<file path="config.mk">
export PLATFORM = sky130hd
export DESIGN_NAME = ibus_frame_decoder
export DESIGN_NICKNAME = d
export VERILOG_FILES = /design/src/design/ibfd_pkg.sv /design/src/design/ibfd_front.sv /design/src/design/ibfd_queue.sv /design/src/design/ibfd_back.sv /design/src/design/ibus_frame_decoder.sv
export SDC_FILE = /design/constraint.sdc
export NUM_CORES = 1
export LEC_CHECK = 0
export ABC_AREA = 1
export ABC_CLOCK_PERIOD_IN_PS = 3200
export BUFFER_PORTS_ARGS = -buffer_cell sky130_fd_sc_hd__clkbuf_2
export CORE_MARGIN = 4
export CORE_UTILIZATION = 55
export DETAILED_ROUTE_END_ITERATION = 10
export MAX_ROUTING_LAYER = met4
export PLACE_DENSITY_LB_ADDON = 0.2
export SLEW_MARGIN = 10
export SYNTH_ARGS = -nofsm -noshare
export SYNTH_HDL_FRONTEND = slang
export SYNTH_SLANG_ARGS = --single-unit
</file>
<file path="constraint.sdc">
create_clock -name i_clk -period 3.2 [get_ports i_clk]
set_input_delay 0.48 -clock i_clk [delete_from_list [all_inputs] [get_ports i_clk]]
set_output_delay 0.48 -clock i_clk [all_outputs]
set_load 0.05 [all_outputs]
</file>
<file path="src/design/ibfd_pkg.sv">
`default_nettype none
package ibfd_pkg;

    // Frame geometry
    localparam int UserCh      = 6;
    localparam int FrameCh     = 14;
    localparam int ByteW       = 8;
    localparam int ChIdxW      = 4;
    localparam int ChValW      = 16;
    localparam int PosW        = 5;
    localparam int StoreAw     = (UserCh > 1) ? $clog2(UserCh) : 1;
    localparam int LastDataPos = 2 + 2 * FrameCh - 1;
    localparam int CsumLoPos   = 30;
    localparam int CsumHiPos   = 31;

    localparam logic [ChValW-1:0] CsumStart   = 16'hFFFF;
    localparam logic [ByteW-1:0]  HdrFirstRst = 8'd32;
    localparam logic [ByteW-1:0]  HdrSecondRst = 8'd64;

    // Configuration register indexes
    localparam int CfgIdxW = 1;
    localparam logic [CfgIdxW-1:0] CFG_HEADER_FIRST  = 1'b0;
    localparam logic [CfgIdxW-1:0] CFG_HEADER_SECOND = 1'b1;

    // Result queue between front and back
    localparam int QueueDepth = 4;
    localparam int QueueAw    = 2;

    typedef struct packed {
        logic [ChIdxW-1:0] index;
        logic [ChValW-1:0] value;
        logic              last;
    } t_result;

    // Queue handshake seen from the producer and consumer
    typedef struct packed {
        logic full;
        logic empty;
    } t_qstat;

endpackage
`default_nettype wire

</file>
<file path="src/design/ibfd_front.sv">
`default_nettype none
module ibfd_front (
    input  wire                                i_clk,
    input  wire                                i_rst_n,
    // byte input
    input  wire                                i_push,
    output logic                               o_full,
    input  wire  [ibfd_pkg::ByteW-1:0]         i_rx_byte,
    // configuration
    input  wire                                i_cfg_valid,
    input  wire  [ibfd_pkg::CfgIdxW-1:0]       i_cfg_index,
    input  wire  [ibfd_pkg::ByteW-1:0]         i_cfg_data,
    // result queue write side
    input  wire  ibfd_pkg::t_qstat             i_qstat,
    output logic                               o_q_push,
    output ibfd_pkg::t_result                  o_q_data
);

    typedef enum logic [3:0] {
        ST_HUNT   = 4'b0001,
        ST_SECOND = 4'b0010,
        ST_BODY   = 4'b0100,
        ST_EMIT   = 4'b1000
    } t_state;

    t_state                              r_state, n_state;
    logic [ibfd_pkg::PosW-1:0]           r_pos, n_pos;
    logic [ibfd_pkg::ChValW-1:0]         r_csum, n_csum;
    logic [ibfd_pkg::ByteW-1:0]          r_low, n_low;
    logic [ibfd_pkg::ChIdxW-1:0]         r_emit, n_emit;
    logic [ibfd_pkg::ByteW-1:0]          r_hdr1, r_hdr2;
    logic [ibfd_pkg::ChValW-1:0]         r_store [ibfd_pkg::UserCh];

    logic                                accept;
    logic                                store_we;
    logic [ibfd_pkg::ChIdxW-1:0]         ch_num;
    logic [ibfd_pkg::ChValW-1:0]         got_csum;
    logic                                emit_last;

    assign o_full   = (r_state == ST_EMIT);
    assign accept   = i_push && !o_full;
    // channel number of the word whose high byte is at r_pos
    assign ch_num   = r_pos[ibfd_pkg::PosW-1:1] - ibfd_pkg::ChIdxW'(1);
    assign got_csum = {i_rx_byte, r_low};
    assign emit_last = (r_emit == ibfd_pkg::ChIdxW'(ibfd_pkg::UserCh - 1));

    // result request toward the queue
    assign o_q_push       = (r_state == ST_EMIT) && !i_qstat.full;
    assign o_q_data.index = r_emit;
    assign o_q_data.value = r_store[r_emit[ibfd_pkg::StoreAw-1:0]];
    assign o_q_data.last  = emit_last;

    // frame parser
    always_comb begin
        n_state  = r_state;
        n_pos    = r_pos;
        n_csum   = r_csum;
        n_low    = r_low;
        n_emit   = r_emit;
        store_we = 1'b0;
        unique case (r_state)
            ST_HUNT, ST_SECOND: begin
                if (accept) begin
                    if (r_state == ST_SECOND && i_rx_byte == r_hdr2) begin
                        n_csum  = r_csum - ibfd_pkg::ChValW'(i_rx_byte);
                        n_state = ST_BODY;
                        n_pos   = ibfd_pkg::PosW'(2);
                    end else if (i_rx_byte == r_hdr1) begin
                        n_csum  = ibfd_pkg::CsumStart - ibfd_pkg::ChValW'(i_rx_byte);
                        n_state = ST_SECOND;
                        n_pos   = ibfd_pkg::PosW'(1);
                    end else begin
                        n_csum  = ibfd_pkg::CsumStart;
                        n_state = ST_HUNT;
                        n_pos   = '0;
                    end
                end
            end
            ST_BODY: begin
                if (accept) begin
                    if (r_pos <= ibfd_pkg::PosW'(ibfd_pkg::LastDataPos)) begin
                        n_csum = r_csum - ibfd_pkg::ChValW'(i_rx_byte);
                        if (!r_pos[0]) begin
                            n_low = i_rx_byte;
                        end else if (ch_num < ibfd_pkg::ChIdxW'(ibfd_pkg::UserCh)) begin
                            store_we = 1'b1;
                        end
                        n_pos = r_pos + ibfd_pkg::PosW'(1);
                    end else if (r_pos == ibfd_pkg::PosW'(ibfd_pkg::CsumLoPos)) begin
                        n_low = i_rx_byte;
                        n_pos = ibfd_pkg::PosW'(ibfd_pkg::CsumHiPos);
                    end else begin
                        // checksum high byte closes the frame
                        n_csum  = ibfd_pkg::CsumStart;
                        n_pos   = '0;
                        n_emit  = '0;
                        n_state = (got_csum == r_csum) ? ST_EMIT : ST_HUNT;
                    end
                end
            end
            ST_EMIT: begin
                if (o_q_push) begin
                    n_emit = r_emit + ibfd_pkg::ChIdxW'(1);
                    if (emit_last) begin
                        n_state = ST_HUNT;
                    end
                end
            end
            default: begin
                n_state = ST_HUNT;
                n_pos   = '0;
                n_csum  = ibfd_pkg::CsumStart;
            end
        endcase
    end

    // control and configuration registers
    always_ff @(posedge i_clk) begin
        if (!i_rst_n) begin
            r_state <= ST_HUNT;
            r_pos   <= '0;
            r_csum  <= ibfd_pkg::CsumStart;
            r_low   <= '0;
            r_emit  <= '0;
            r_hdr1  <= ibfd_pkg::HdrFirstRst;
            r_hdr2  <= ibfd_pkg::HdrSecondRst;
        end else begin
            r_state <= n_state;
            r_pos   <= n_pos;
            r_csum  <= n_csum;
            r_low   <= n_low;
            r_emit  <= n_emit;
            if (i_cfg_valid) begin
                unique case (i_cfg_index)
                    ibfd_pkg::CFG_HEADER_FIRST:  r_hdr1 <= i_cfg_data;
                    ibfd_pkg::CFG_HEADER_SECOND: r_hdr2 <= i_cfg_data;
                    default: ;
                endcase
            end
        end
    end

    // channel store, one word per user channel
    always_ff @(posedge i_clk) begin
        if (store_we) begin
            r_store[ch_num[ibfd_pkg::StoreAw-1:0]] <= {i_rx_byte, r_low};
        end
    end

endmodule
`default_nettype wire

</file>
<file path="src/design/ibfd_queue.sv">
`default_nettype none
module ibfd_queue (
    input  wire                 i_clk,
    input  wire                 i_rst_n,
    input  wire                 i_push,
    input  ibfd_pkg::t_result   i_data,
    input  wire                 i_pop,
    output ibfd_pkg::t_result   o_data,
    output ibfd_pkg::t_qstat    o_stat
);

    ibfd_pkg::t_result              r_mem [ibfd_pkg::QueueDepth];
    logic [ibfd_pkg::QueueAw-1:0]   r_wptr, r_rptr;
    logic [ibfd_pkg::QueueAw:0]     r_count;
    logic                           do_push, do_pop;

    assign o_stat.full  = (r_count == (ibfd_pkg::QueueAw + 1)'(ibfd_pkg::QueueDepth));
    assign o_stat.empty = (r_count == '0);
    assign do_push      = i_push && !o_stat.full;
    assign do_pop       = i_pop && !o_stat.empty;
    assign o_data       = r_mem[r_rptr];

    // pointers and fill count
    always_ff @(posedge i_clk) begin
        if (!i_rst_n) begin
            r_wptr  <= '0;
            r_rptr  <= '0;
            r_count <= '0;
        end else begin
            if (do_push) begin
                r_wptr <= r_wptr + ibfd_pkg::QueueAw'(1);
            end
            if (do_pop) begin
                r_rptr <= r_rptr + ibfd_pkg::QueueAw'(1);
            end
            if (do_push && !do_pop) begin
                r_count <= r_count + (ibfd_pkg::QueueAw + 1)'(1);
            end else if (do_pop && !do_push) begin
                r_count <= r_count - (ibfd_pkg::QueueAw + 1)'(1);
            end
        end
    end

    // entry storage
    always_ff @(posedge i_clk) begin
        if (do_push) begin
            r_mem[r_wptr] <= i_data;
        end
    end

endmodule
`default_nettype wire

</file>
<file path="src/design/ibfd_back.sv">
`default_nettype none
module ibfd_back (
    input  wire                              i_clk,
    input  wire                              i_rst_n,
    // queue read side
    input  ibfd_pkg::t_qstat                 i_qstat,
    input  ibfd_pkg::t_result                i_q_data,
    output logic                             o_q_pop,
    // result port
    output logic                             o_empty,
    input  wire                              i_pop,
    output logic [ibfd_pkg::ChIdxW-1:0]      o_channel_index,
    output logic [ibfd_pkg::ChValW-1:0]      o_channel_value,
    output logic                             o_last_channel
);

    logic              r_valid;
    ibfd_pkg::t_result r_out;

    // refill the output register when it is free or being taken
    assign o_q_pop         = !i_qstat.empty && (!r_valid || i_pop);
    assign o_empty         = !r_valid;
    assign o_channel_index = r_out.index;
    assign o_channel_value = r_out.value;
    assign o_last_channel  = r_out.last;

    always_ff @(posedge i_clk) begin
        if (!i_rst_n) begin
            r_valid <= 1'b0;
        end else if (o_q_pop) begin
            r_valid <= 1'b1;
        end else if (i_pop) begin
            r_valid <= 1'b0;
        end
    end

    always_ff @(posedge i_clk) begin
        if (o_q_pop) begin
            r_out <= i_q_data;
        end
    end

endmodule
`default_nettype wire

</file>
<file path="src/design/ibus_frame_decoder.sv">
// The frame parser takes each received byte while full is low; full stays low while it parses.
// A final byte with a good checksum starts a transfer of UserCh results out of the channel
// store, one per cycle while the queue has room; full stays high until the last is queued.
// Results reach the port through the queue and output register, one per cycle while pop is high.
// Reset is synchronous, active low: hunting, empty queue, headers 0x20 and 0x40.
`default_nettype none
module ibus_frame_decoder (
    input  wire                              i_clk,
    input  wire                              i_rst_n,
    // byte input
    input  wire                              push,
    output logic                             full,
    input  wire  [ibfd_pkg::ByteW-1:0]       i_rx_byte,
    // results
    output logic                             empty,
    input  wire                              pop,
    output logic [ibfd_pkg::ChIdxW-1:0]     o_channel_index,
    output logic [ibfd_pkg::ChValW-1:0]     o_channel_value,
    output logic                             o_last_channel,
    // configuration
    input  wire                              i_cfg_valid,
    output logic                             o_cfg_ready,
    input  wire  [ibfd_pkg::CfgIdxW-1:0]     i_cfg_index,
    input  wire  [ibfd_pkg::ByteW-1:0]       i_cfg_data
);

    ibfd_pkg::t_qstat  qstat;
    ibfd_pkg::t_result q_wdata, q_rdata;
    logic              q_push, q_pop;

    assign o_cfg_ready = 1'b1;

    ibfd_front u_front (
        .i_clk       (i_clk),
        .i_rst_n     (i_rst_n),
        .i_push      (push),
        .o_full      (full),
        .i_rx_byte   (i_rx_byte),
        .i_cfg_valid (i_cfg_valid),
        .i_cfg_index (i_cfg_index),
        .i_cfg_data  (i_cfg_data),
        .i_qstat     (qstat),
        .o_q_push    (q_push),
        .o_q_data    (q_wdata)
    );

    ibfd_queue u_queue (
        .i_clk   (i_clk),
        .i_rst_n (i_rst_n),
        .i_push  (q_push),
        .i_data  (q_wdata),
        .i_pop   (q_pop),
        .o_data  (q_rdata),
        .o_stat  (qstat)
    );

    ibfd_back u_back (
        .i_clk           (i_clk),
        .i_rst_n         (i_rst_n),
        .i_qstat         (qstat),
        .i_q_data        (q_rdata),
        .o_q_pop         (q_pop),
        .o_empty         (empty),
        .i_pop           (pop),
        .o_channel_index (o_channel_index),
        .o_channel_value (o_channel_value),
        .o_last_channel  (o_last_channel)
    );

endmodule
`default_nettype wire

</file>
==> results of run 1 <==
## sequential cells by signal, summed over array words and instances (netlist names), 3 cells and up, named ones only
signal / flops
u_front.r_state: 4
u_front.r_pos: 5
u_back.o_channel_index: 4
u_back.o_channel_value: 16
u_front.r_hdr1: 8
u_front.r_low: 8
u_front.r_store: 96
u_front.r_emit: 4
u_front.r_csum: 16
u_queue.r_count: 3
u_front.r_hdr2: 8
u_queue.r_mem: 84
## cell families (layout without fill, tap and decap cells)
| logic type | after synthesis | after routing |
|---|---|---|
| xor+xnor | 21 | 21 |
| flops | 265 | 265 |
| compound gates | 232 | 232 |
| buf+inv | 147 | 217 |
| other cells | 1 | 1 |
| simple gates | 440 | 440 |
| fa+ha+maj | 24 | 24 |
## power breakdown
| group | switching [mW] | internal [mW] |
|---|---|---|
| registers | 0.176 | 4.07 |
| clock network | 1.23 | 1.70 |
| logic | 1.91 | 0.713 |
| total | 3.32 | 6.49 |
## cells in the mapped netlist (2+ instances only)
| master | instances | area share [%] |
|---|---|---|
| dfxtp_1 | 64 | 11 |
| buf_4 | 2 | 0.13 |
| xnor2_1 | 6 | 0.45 |
| inv_2 | 11 | 0.36 |
| nor2_1 | 118 | 3.8 |
| a32o_1 | 16 | 1.4 |
| o22ai_1 | 37 | 2.0 |
| o211ai_1 | 3 | 0.19 |
| ha_1 | 22 | 2.4 |
| edfxtp_1 | 201 | 52 |
| fa_1 | 2 | 0.35 |
| a21oi_1 | 65 | 2.8 |
| nand3_2 | 5 | 0.43 |
| o21ai_0 | 92 | 4.0 |
| nand2_4 | 2 | 0.19 |
| clkinv_1 | 2 | 0.065 |
| nand3_1 | 47 | 2.0 |
| nand3b_1 | 2 | 0.13 |
| xor2_1 | 15 | 1.1 |
| nor2_2 | 4 | 0.22 |
| nor2_4 | 3 | 0.29 |
| nand2_2 | 9 | 0.49 |
| nand2_1 | 235 | 7.6 |
| o21ai_1 | 10 | 0.43 |
| buf_1 | 3 | 0.097 |
| clkbuf_1 | 30 | 0.97 |
| buf_2 | 7 | 0.30 |
| or2_2 | 2 | 0.11 |
| nand4_1 | 3 | 0.16 |
| inv_1 | 91 | 2.9 |
| nor3_1 | 6 | 0.26 |
## layout make-up
type                    instances  area, um2
well taps                     270      337.8
fillers                      1601       7507
inverters                     104      390.4
clock buffers                  32      694.4
repair buffers                 65      390.4
multi-input cells             718       3725
flip-flops and latches        265       7317
clock inverters                16      132.6
## per-layer routing
layer | track usage (%) | routed length, um
met1 | 27.74 | 10700
met2 | 34.87 | 11930
met3 | 2.997 | 1246
met4 | 6.873 | 740
met5 | - | 0
## path summary, 6_finish.rpt
path | from | endpoint | cells past startpoint
setup / recovery | u_front.r_pos[1]$_SDFFE_PN0P_ | u_front.r_store[3][11]$_DFFE_PP_ | 10
hold / removal | i_cfg_data[6] | u_front.r_hdr2[6]$_SDFFE_PN1P_ | 3
setup reg to reg | u_front.r_pos[1]$_SDFFE_PN0P_ | u_front.r_store[3][11]$_DFFE_PP_ | 10
hold reg to reg | u_front.r_hdr2[4]$_SDFFE_PN0P_ | u_front.r_hdr2[4]$_SDFFE_PN0P_ | 2
## per-stage QoR
step                      area (um2)  power, mW
final                          12990      9.805
after global routing           12990      10.33
after CTS                      12990      9.851
after detailed placement       12160      6.931
after global placement         12160      6.860
after floorplan                11600      6.309
## worst min-delay path, stage by stage
cell and delay, ns:
clkbuf_2 0.09, nand2_1 0.05, o211ai_1 0.06
==> metrics.txt, run 1 <==
outcome=finished, final reports clean; Synth Area in XOR/XNOR=1.585%; Syn Nets=1,176; fin cells=1,470; CTS sink cnt=265; Crit path largest cell delay=0.46 ns; Post-synth EDFFs=201; Setup Buffers After CTS=0; Worst-path clk slew=0.06 ns; critical-path maximum fanout=16; clk_skew=0.01269 ns; Port Buffers=44; gpl congestion=0.9234; post-synthesis mux area share=0%; largest net degree at the start of global routing=49; asr flop ratio synth=0%; first-pass GRT wire length=39.56 mm; Chip Height=153.2 um; WL final=24.62 mm; Clock H-tree levels=1; post-synthesis cell count=1,130; Hold Fails Final Rpt=0; vias=8,044; row count=52; initial antenna violation count=0; antenna cells=0; Crit. End Element=flop; Crit Path Category=flop to flop; r2r setup slk=0.80 ns; peak supply drop=358.0 uV; number of max-cap violations=0; critical path startpoint category=flop; GRT overflow=0; Detailed Place HPWL=16.24 mm; Final Util=63.37%; vias in the first global route=7,596; leakage power=4.997 nW; Die X=153.2 um; vias per cell=5.472; setup TNS=0 ns; DIE AREA=23,480 um2; Final Critical Period=2.403 ns; area grow syn2layout=11.95%; total CTS buffers=26; final net count=1,226; Final Max Slew Viols=0; fin crit share=75.11%; critical path's slowest cell=dfxtp_1; final setup margin=0.7965 ns; share of cells above drive strength 1=12.50%; Finish-stage setup viols=0; Compound-Gate Fraction of Synth Area=11.44%; clock buffer depth=3; core area=20,490 um2; largest family of logic cells by synthesized area=simple AND/OR/NAND/NOR gates; commonest non-fill, non-tap cell in the layout=nand2_1; register bit count reported by yosys=265; Initial DRC Count=477; HP Class=input port to flop; Worst path top cell family by delay=simple AND/OR/NAND/NOR gates; fmax=416.1 MHz; Pwr Density=754.9 nW/um2; Starting Density=56.61%; prevailing post-synth register cell=edfxtp_1; adder-cell share of the synthesized area=2.718%; RSZ-0062 raised after global routing=no; clock network latency to the later pin of the worst-skew pair=0.52 ns; sequential cell area fraction in the yosys report=63.07%; crit path DAT=2.60 ns; CP bufs+invs=3; Critical Path, Cell by Cell=inv_1 -> ha_1 -> a21oi_2 -> nor2_8 -> inv_2 -> nand2_2 -> nor3_2 -> nand2_1 -> nor2_1 -> buf_4; I/O pins=46; post-synth design cell area=11,600 um2; relative slew slack=26.34%; Ys Warns=0; worst slew pin tran=1.098 ns; final hold slack=0.1976 ns; GRT Util Overall=21.30%; Post-CTS Hold Fix Bufs=0; Worst Path Required=3.40 ns; wire per inst=16.75 um; post-synth cell types=46; Pre-antenna DRT Iters=5; clk root buf=clkbuf_16; DP Cell Count=1,422; average size of a mapped cell=10.27 um2; simple-gate share of the synthesized area=16.19%; CTS resizes=0; Routed Antenna Nets=0; pre-CTS setup slack=0.7262 ns; DRC errors left=0; CTS tree=done; most frequent cells in the layout=nand2_1, edfxtp_1, nor2_1
(Power assumes the default switching activity.)
==> inputs of run 2 (changes only) <==
--- a/config.mk
+++ b/config.mk
@@ -6,7 +6,7 @@
 export NUM_CORES = 1
 export LEC_CHECK = 0
 export ABC_AREA = 1
-export ABC_CLOCK_PERIOD_IN_PS = 3200
+export ABC_CLOCK_PERIOD_IN_PS = 2150
 export BUFFER_PORTS_ARGS = -buffer_cell sky130_fd_sc_hd__clkbuf_2
 export CORE_MARGIN = 4
 export CORE_UTILIZATION = 55
==> constraint.sdc (replaced) <==
create_clock -name i_clk -period 2.15 [get_ports i_clk]
set_input_delay 0.3225 -clock i_clk [delete_from_list [all_inputs] [get_ports i_clk]]
set_output_delay 0.3225 -clock i_clk [all_outputs]
set_load 0.05 [all_outputs]
==> metrics.txt, run 2 (same netlist as run 1, synthesis figures left out) <==
fmax=472.1 MHz; Hold Path Sink=u_front.r_hdr1[5]$_SDFFE_PN1P_; DRC errors left=0; R2R Path End=u_front.r_store[0][0]$_DFFE_PP_; core area=20,490 um2; min-delay src=i_cfg_data[5]; setup TNS=0 ns; pre-CTS setup slack=0.01878 ns; Clock H-tree levels=1; clock power share=30.4%; GRT Util Overall=20.40%; Worst-path clk slew=0.06 ns; area of the multi-input gates=3819 um2; critical path's slowest cell=dfxtp_4; antenna cells=0; fin cells=1,492; Final Max Slew Viols=0; gpl congestion=0.9151; Final Critical Period=2.118 ns; number of max-cap violations=0; total CTS buffers=26; Sw Share=33.45%; row count=52; Chip Height=153.2 um; CP bufs+invs=3; clock buffer depth=3; Port Buffers=44; relative slew slack=63.51%; DIE AREA=23,480 um2; Internal=9.955 mW; Critical Path, Cell by Cell=buf_4 -> ha_1 -> a21oi_4 -> nor2_8 -> inv_2 -> nand2_2 -> nor3_4 -> nand2_4 -> nor2_4 -> clkbuf_16; Tot Pwr=14.96 mW; critical path startpoint category=flop; clk root buf=clkbuf_16; Crit. End Element=flop; R2R Path Start=u_front.r_pos[2]$_SDFFE_PN0P_; peak supply drop=495.8 uV; storage element area=7325 um2; Pre-antenna DRT Iters=7; Crit path largest cell delay=0.34 ns; Worst Path Required=2.39 ns; Detailed Place HPWL=16.34 mm; r2r setup slk=0.03 ns; RSZ-0062 raised after global routing=yes; CTS tree=done; Post-CTS Hold Fix Bufs=0; final net count=1,248; Worst path top cell family by delay=simple AND/OR/NAND/NOR gates; Initial DRC Count=539; outcome=finished, final reports clean; share of cells above drive strength 1=15.55%; Hold Fails Final Rpt=0; vias per cell=5.394; CTS sink cnt=265; hold path depth=3; Pwr Density=1113 nW/um2; I/O pins=46; critical-path maximum fanout=8; commonest non-fill, non-tap cell in the layout=nand2_1; vias in the first global route=7,488; Psw=5.003 mW; Crit Path Category=flop to flop; initial antenna violation count=0; area grow syn2layout=15.83%; max reg flops=96; Comb pwr share=27.5%; vias=8,048; DP Cell Count=1,442; GRT overflow=0; clk_skew=0.01865 ns; first-pass GRT wire length=38.14 mm; FILL cells=1,597; HP Class=input port to flop; Sequential Power Share=42.1%; largest net degree at the start of global routing=49; clock network latency to the later pin of the worst-skew pair=0.52 ns; Die X=153.2 um; fin crit share=98.51%; Starting Density=56.61%; reg2reg path depth=10; WL final=23.91 mm; final setup margin=0.03199 ns; worst slew pin tran=0.5468 ns; wire per inst=16.02 um; most frequent cells in the layout=nand2_1, edfxtp_1, nor2_1; crit path DAT=2.36 ns; leakage power=5.170 nW; Finish-stage setup viols=0; Routed Antenna Nets=0
==> run 2: what timing repair did <==
item,CTS,global route
resized for setup,0,19
endpoints found under the setup margin,0,105
setup buffers,0,1
==> run 2: worst max path at each step <==
stage / start / slack (ns) / end / cells past startpoint
6_report: u_front.r_pos[2]$_SDFFE_PN0P_ / 0.03 / u_front.r_store[0][0]$_DFFE_PP_ / 10
5_1_grt: u_front.r_csum[0]$_SDFFE_PN1P_ / -0.05 / u_front.r_csum[14]$_SDFFE_PN1P_ / 12
4_1_cts: u_front.r_pos[1]$_SDFFE_PN0P_ / 0.003 / u_front.r_store[0][11]$_DFFE_PP_ / 10
3_5_place_dp: u_front.r_pos[1]$_SDFFE_PN0P_ / 0.02 / u_front.r_store[5][2]$_DFFE_PP_ / 10
3_3_place_gp: u_front.r_pos[1]$_SDFFE_PN0P_ / 0.06 / u_front.r_store[5][4]$_DFFE_PP_ / 10
2_1_floorplan: u_front.r_state[0]$_SDFFE_PN1P_ / -0.18 / u_queue.r_mem[0][0]$_DFFE_PP_ / 5
==> run 2: per-stage QoR <==
stage / instance area (um2) / hold WS, ns / util [%]
CTS: 13340 / 0.02007 / 65.08
global route: 13440 / 0.05202 / 65.57
detailed placement: 12460 / 0.4622 / 60.80
floorplan: 11640 / 0.4214 / -
global placement: 12460 / 0.4559 / 60.80
finish: 13440 / 0.04102 / 65.57
==> run 2: per-layer routing <==
layer  wire [um]  vias to the layer above  part of all wire [%]  global-route usage (%)
li1            -                     4036                     -                       -
met1       10510                     3736                    44                   26.53
met2       11510                      230                    48                   33.63
met3        1279                       46                   5.4                   2.912
met4         599                        0                   2.5                   6.152
met5           0                        -                     0                       -
==> run 2: worst register-to-register path: stages, from the launching register on <==
cell and delay (ns):
dfxtp_4 0.34, buf_4 0.14, ha_1 0.22, a21oi_4 0.22, nor2_8 0.06, inv_2 0.06, nand2_2 0.08, nor3_4 0.20
nand2_4 0.12, nor2_4 0.21, clkbuf_16 0.19
==> run 2: power groups by stage <==
| stage | clock, mW | combinational, mW | sequential (mW) |
|---|---|---|---|
| finish | 4.55 | 4.11 | 6.30 |
| global route | 4.88 | 4.54 | 6.33 |
| CTS | 4.63 | 4.09 | 6.30 |
| detailed placement | 0 | 4.08 | 6.41 |
| global placement | 0 | 4.02 | 6.39 |
| floorplan | 0 | 2.32 | 7.11 |
==> run 2: area by class of cell <==
| class | count | share of cell area [%] |
|---|---|---|
| tap | 270 | 2.514 |
| sequential | 265 | 54.51 |
| inverter | 104 | 2.933 |
| clock inverter | 18 | 1.574 |
| clock buffer | 30 | 4.953 |
| multi-input combinational | 718 | 28.42 |
| timing repair buffer | 87 | 5.102 |
==> inputs of run 3 (changes only) <==
--- a/config.mk
+++ b/config.mk
@@ -13,6 +13,7 @@
 export DETAILED_ROUTE_END_ITERATION = 10
 export MAX_ROUTING_LAYER = met4
 export PLACE_DENSITY_LB_ADDON = 0.2
+export RECOVER_POWER = 25
 export SLEW_MARGIN = 10
 export SYNTH_ARGS = -nofsm -noshare
 export SYNTH_HDL_FRONTEND = slang
==> metrics.txt, run 3 (same netlist as run 1, synthesis figures left out) <==
Crit. End Element=flop; Final Critical Period=2.121 ns; Starting Density=56.61%; most frequent cells in the layout=nand2_1, edfxtp_1, nor2_1; reg2reg path depth=10; Crit Path Category=flop to flop; Port Buffers=44; top routing layer used=met4; Worst Path Required=2.39 ns; I/O pins=46; Internal=9.948 mW; share of cells above drive strength 1=14.57%; crit path DAT=2.36 ns; FILL cells=1,600; clock network latency to the later pin of the worst-skew pair=0.53 ns; vias per cell=5.386; Clock H-tree levels=1; clock power share=30.4%; Worst-path clk slew=0.06 ns; vias in the first global route=7,488; area grow syn2layout=15.57%; leakage power=5.130 nW; clk root buf=clkbuf_16; critical-path maximum fanout=8; Die X=153.2 um; r2r setup slk=0.03 ns; Sequential Power Share=42.1%; initial antenna violation count=0; gpl congestion=0.9151; antenna cells=0; Sw Share=33.45%; met1 wire length=10.46 mm; core area=20,490 um2; total CTS buffers=26; met2 wire len=11.49 mm; storage element area=7325 um2; Pre-antenna DRT Iters=5; Psw=5.000 mW; wire per inst=16.03 um; Comb pwr share=27.4%; Routed Antenna Nets=0; fin crit share=98.66%; worst slew pin tran=0.8878 ns; DP Cell Count=1,442; worst setup path startpoint=u_front.r_pos[2]$_SDFFE_PN0P_; R2R Path Start=u_front.r_pos[2]$_SDFFE_PN0P_; fin cells=1,492; WL final=23.91 mm; clock buffer depth=3; max reg flops=96; RSZ-0062 raised after global routing=yes; CTS sink cnt=265; first-pass GRT wire length=38.14 mm; HP Class=input port to flop; Final Max Slew Viols=0; CTS tree=done; commonest non-fill, non-tap cell in the layout=nand2_1; area of the multi-input gates=3819 um2; GRT Util Overall=20.40%; clk_skew=0.01891 ns; Critical Path Sink=u_front.r_store[0][0]$_DFFE_PP_; peak supply drop=489.7 uV; fmax=471.4 MHz; relative slew slack=40.81%; Post-CTS Hold Fix Bufs=0; outcome=finished, final reports clean; setup TNS=0 ns; number of max-cap violations=0; DRC errors left=0; Detailed Place HPWL=16.34 mm; Finish-stage setup viols=0; met3 WL post-DR=1.341 mm; Final Util=65.42%; DIE AREA=23,480 um2; Pwr Density=1115 nW/um2; Hold Fails Final Rpt=0; GRT overflow=0; Initial DRC Count=585; row count=52; vias=8,036; R2R Path End=u_front.r_store[0][0]$_DFFE_PP_; final net count=1,248; critical path startpoint category=flop; largest net degree at the start of global routing=49; final hold slack=0.04040 ns; Chip Height=153.2 um
-- run 3: final cells by class --
cell class,count,share of cell area [%]
Clock inverter,18,1.577
Clock buffer,30,4.965
Sequential cell,265,54.63
Multi-Input combinational cell,718,28.48
Inverter,104,2.940
Tap cell,270,2.520
Timing Repair Buffer,87,4.890
-- run 3: how the worst min path moves through the flow --
| stage | from | endpoint | slack, ns | cells past startpoint |
|---|---|---|---|---|
| 2_1_floorplan | i_rx_byte[2] | u_front.r_store[0][10]$_DFFE_PP_ | 0.42 | 0 |
| 3_3_place_gp | u_front.r_hdr1[0]$_SDFFE_PN0P_ | u_front.r_hdr1[0]$_SDFFE_PN0P_ | 0.46 | 2 |
| 3_5_place_dp | u_front.r_hdr1[6]$_SDFFE_PN0P_ | u_front.r_hdr1[6]$_SDFFE_PN0P_ | 0.46 | 2 |
| 5_1_grt | i_cfg_data[5] | u_front.r_hdr1[5]$_SDFFE_PN1P_ | 0.05 | 3 |
| 4_1_cts | i_cfg_data[5] | u_front.r_hdr1[5]$_SDFFE_PN1P_ | 0.02 | 3 |
| 6_report | i_cfg_data[5] | u_front.r_hdr1[5]$_SDFFE_PN1P_ | 0.04 | 3 |
-- run 3: per-layer routing --
metal | vias to the layer above | global-route usage [%]
met5 | - | -
met3 | 50 | 2.912
li1 | 4034 | -
met1 | 3720 | 26.53
met2 | 232 | 33.63
met4 | 0 | 6.152
-- run 3: power by group through the flow --
stage                     combinational [mW]  clock [mW]  sequential, mW
after detailed placement                4.08           0            6.41
after global routing                    4.53        4.88            6.33
after floorplan                         2.32           0            7.11
final                                   4.10        4.55            6.30
after CTS                               4.09        4.63            6.30
after global placement                  4.02           0            6.39
-- run 3: what timing repair did --
item,in CTS,in global routing
endpoints found under the setup margin,0,105
setup buffers,0,1
resized for setup,0,19
-- run 3: worst max-delay path, cell delays in order, from the launching register on --
cell       delay, ns
dfxtp_4         0.34
buf_4           0.14
ha_1            0.22
a21oi_4         0.22
nor2_8          0.06
inv_2           0.06
nand2_2         0.08
nor3_4          0.20
nand2_4         0.12
nor2_4          0.21
clkbuf_16       0.19
-- run 3: per-stage QoR --
step / total power, mW / setup slack, ns / cell area (um2)
final: 14.95 / 0.02878 / 13410
after global routing: 15.75 / -0.04782 / 13410
after detailed placement: 10.49 / 0.01878 / 12460
after CTS: 15.03 / 0.003383 / 13340
after floorplan: 9.431 / -0.1763 / 11640
after global placement: 10.41 / 0.05688 / 12460
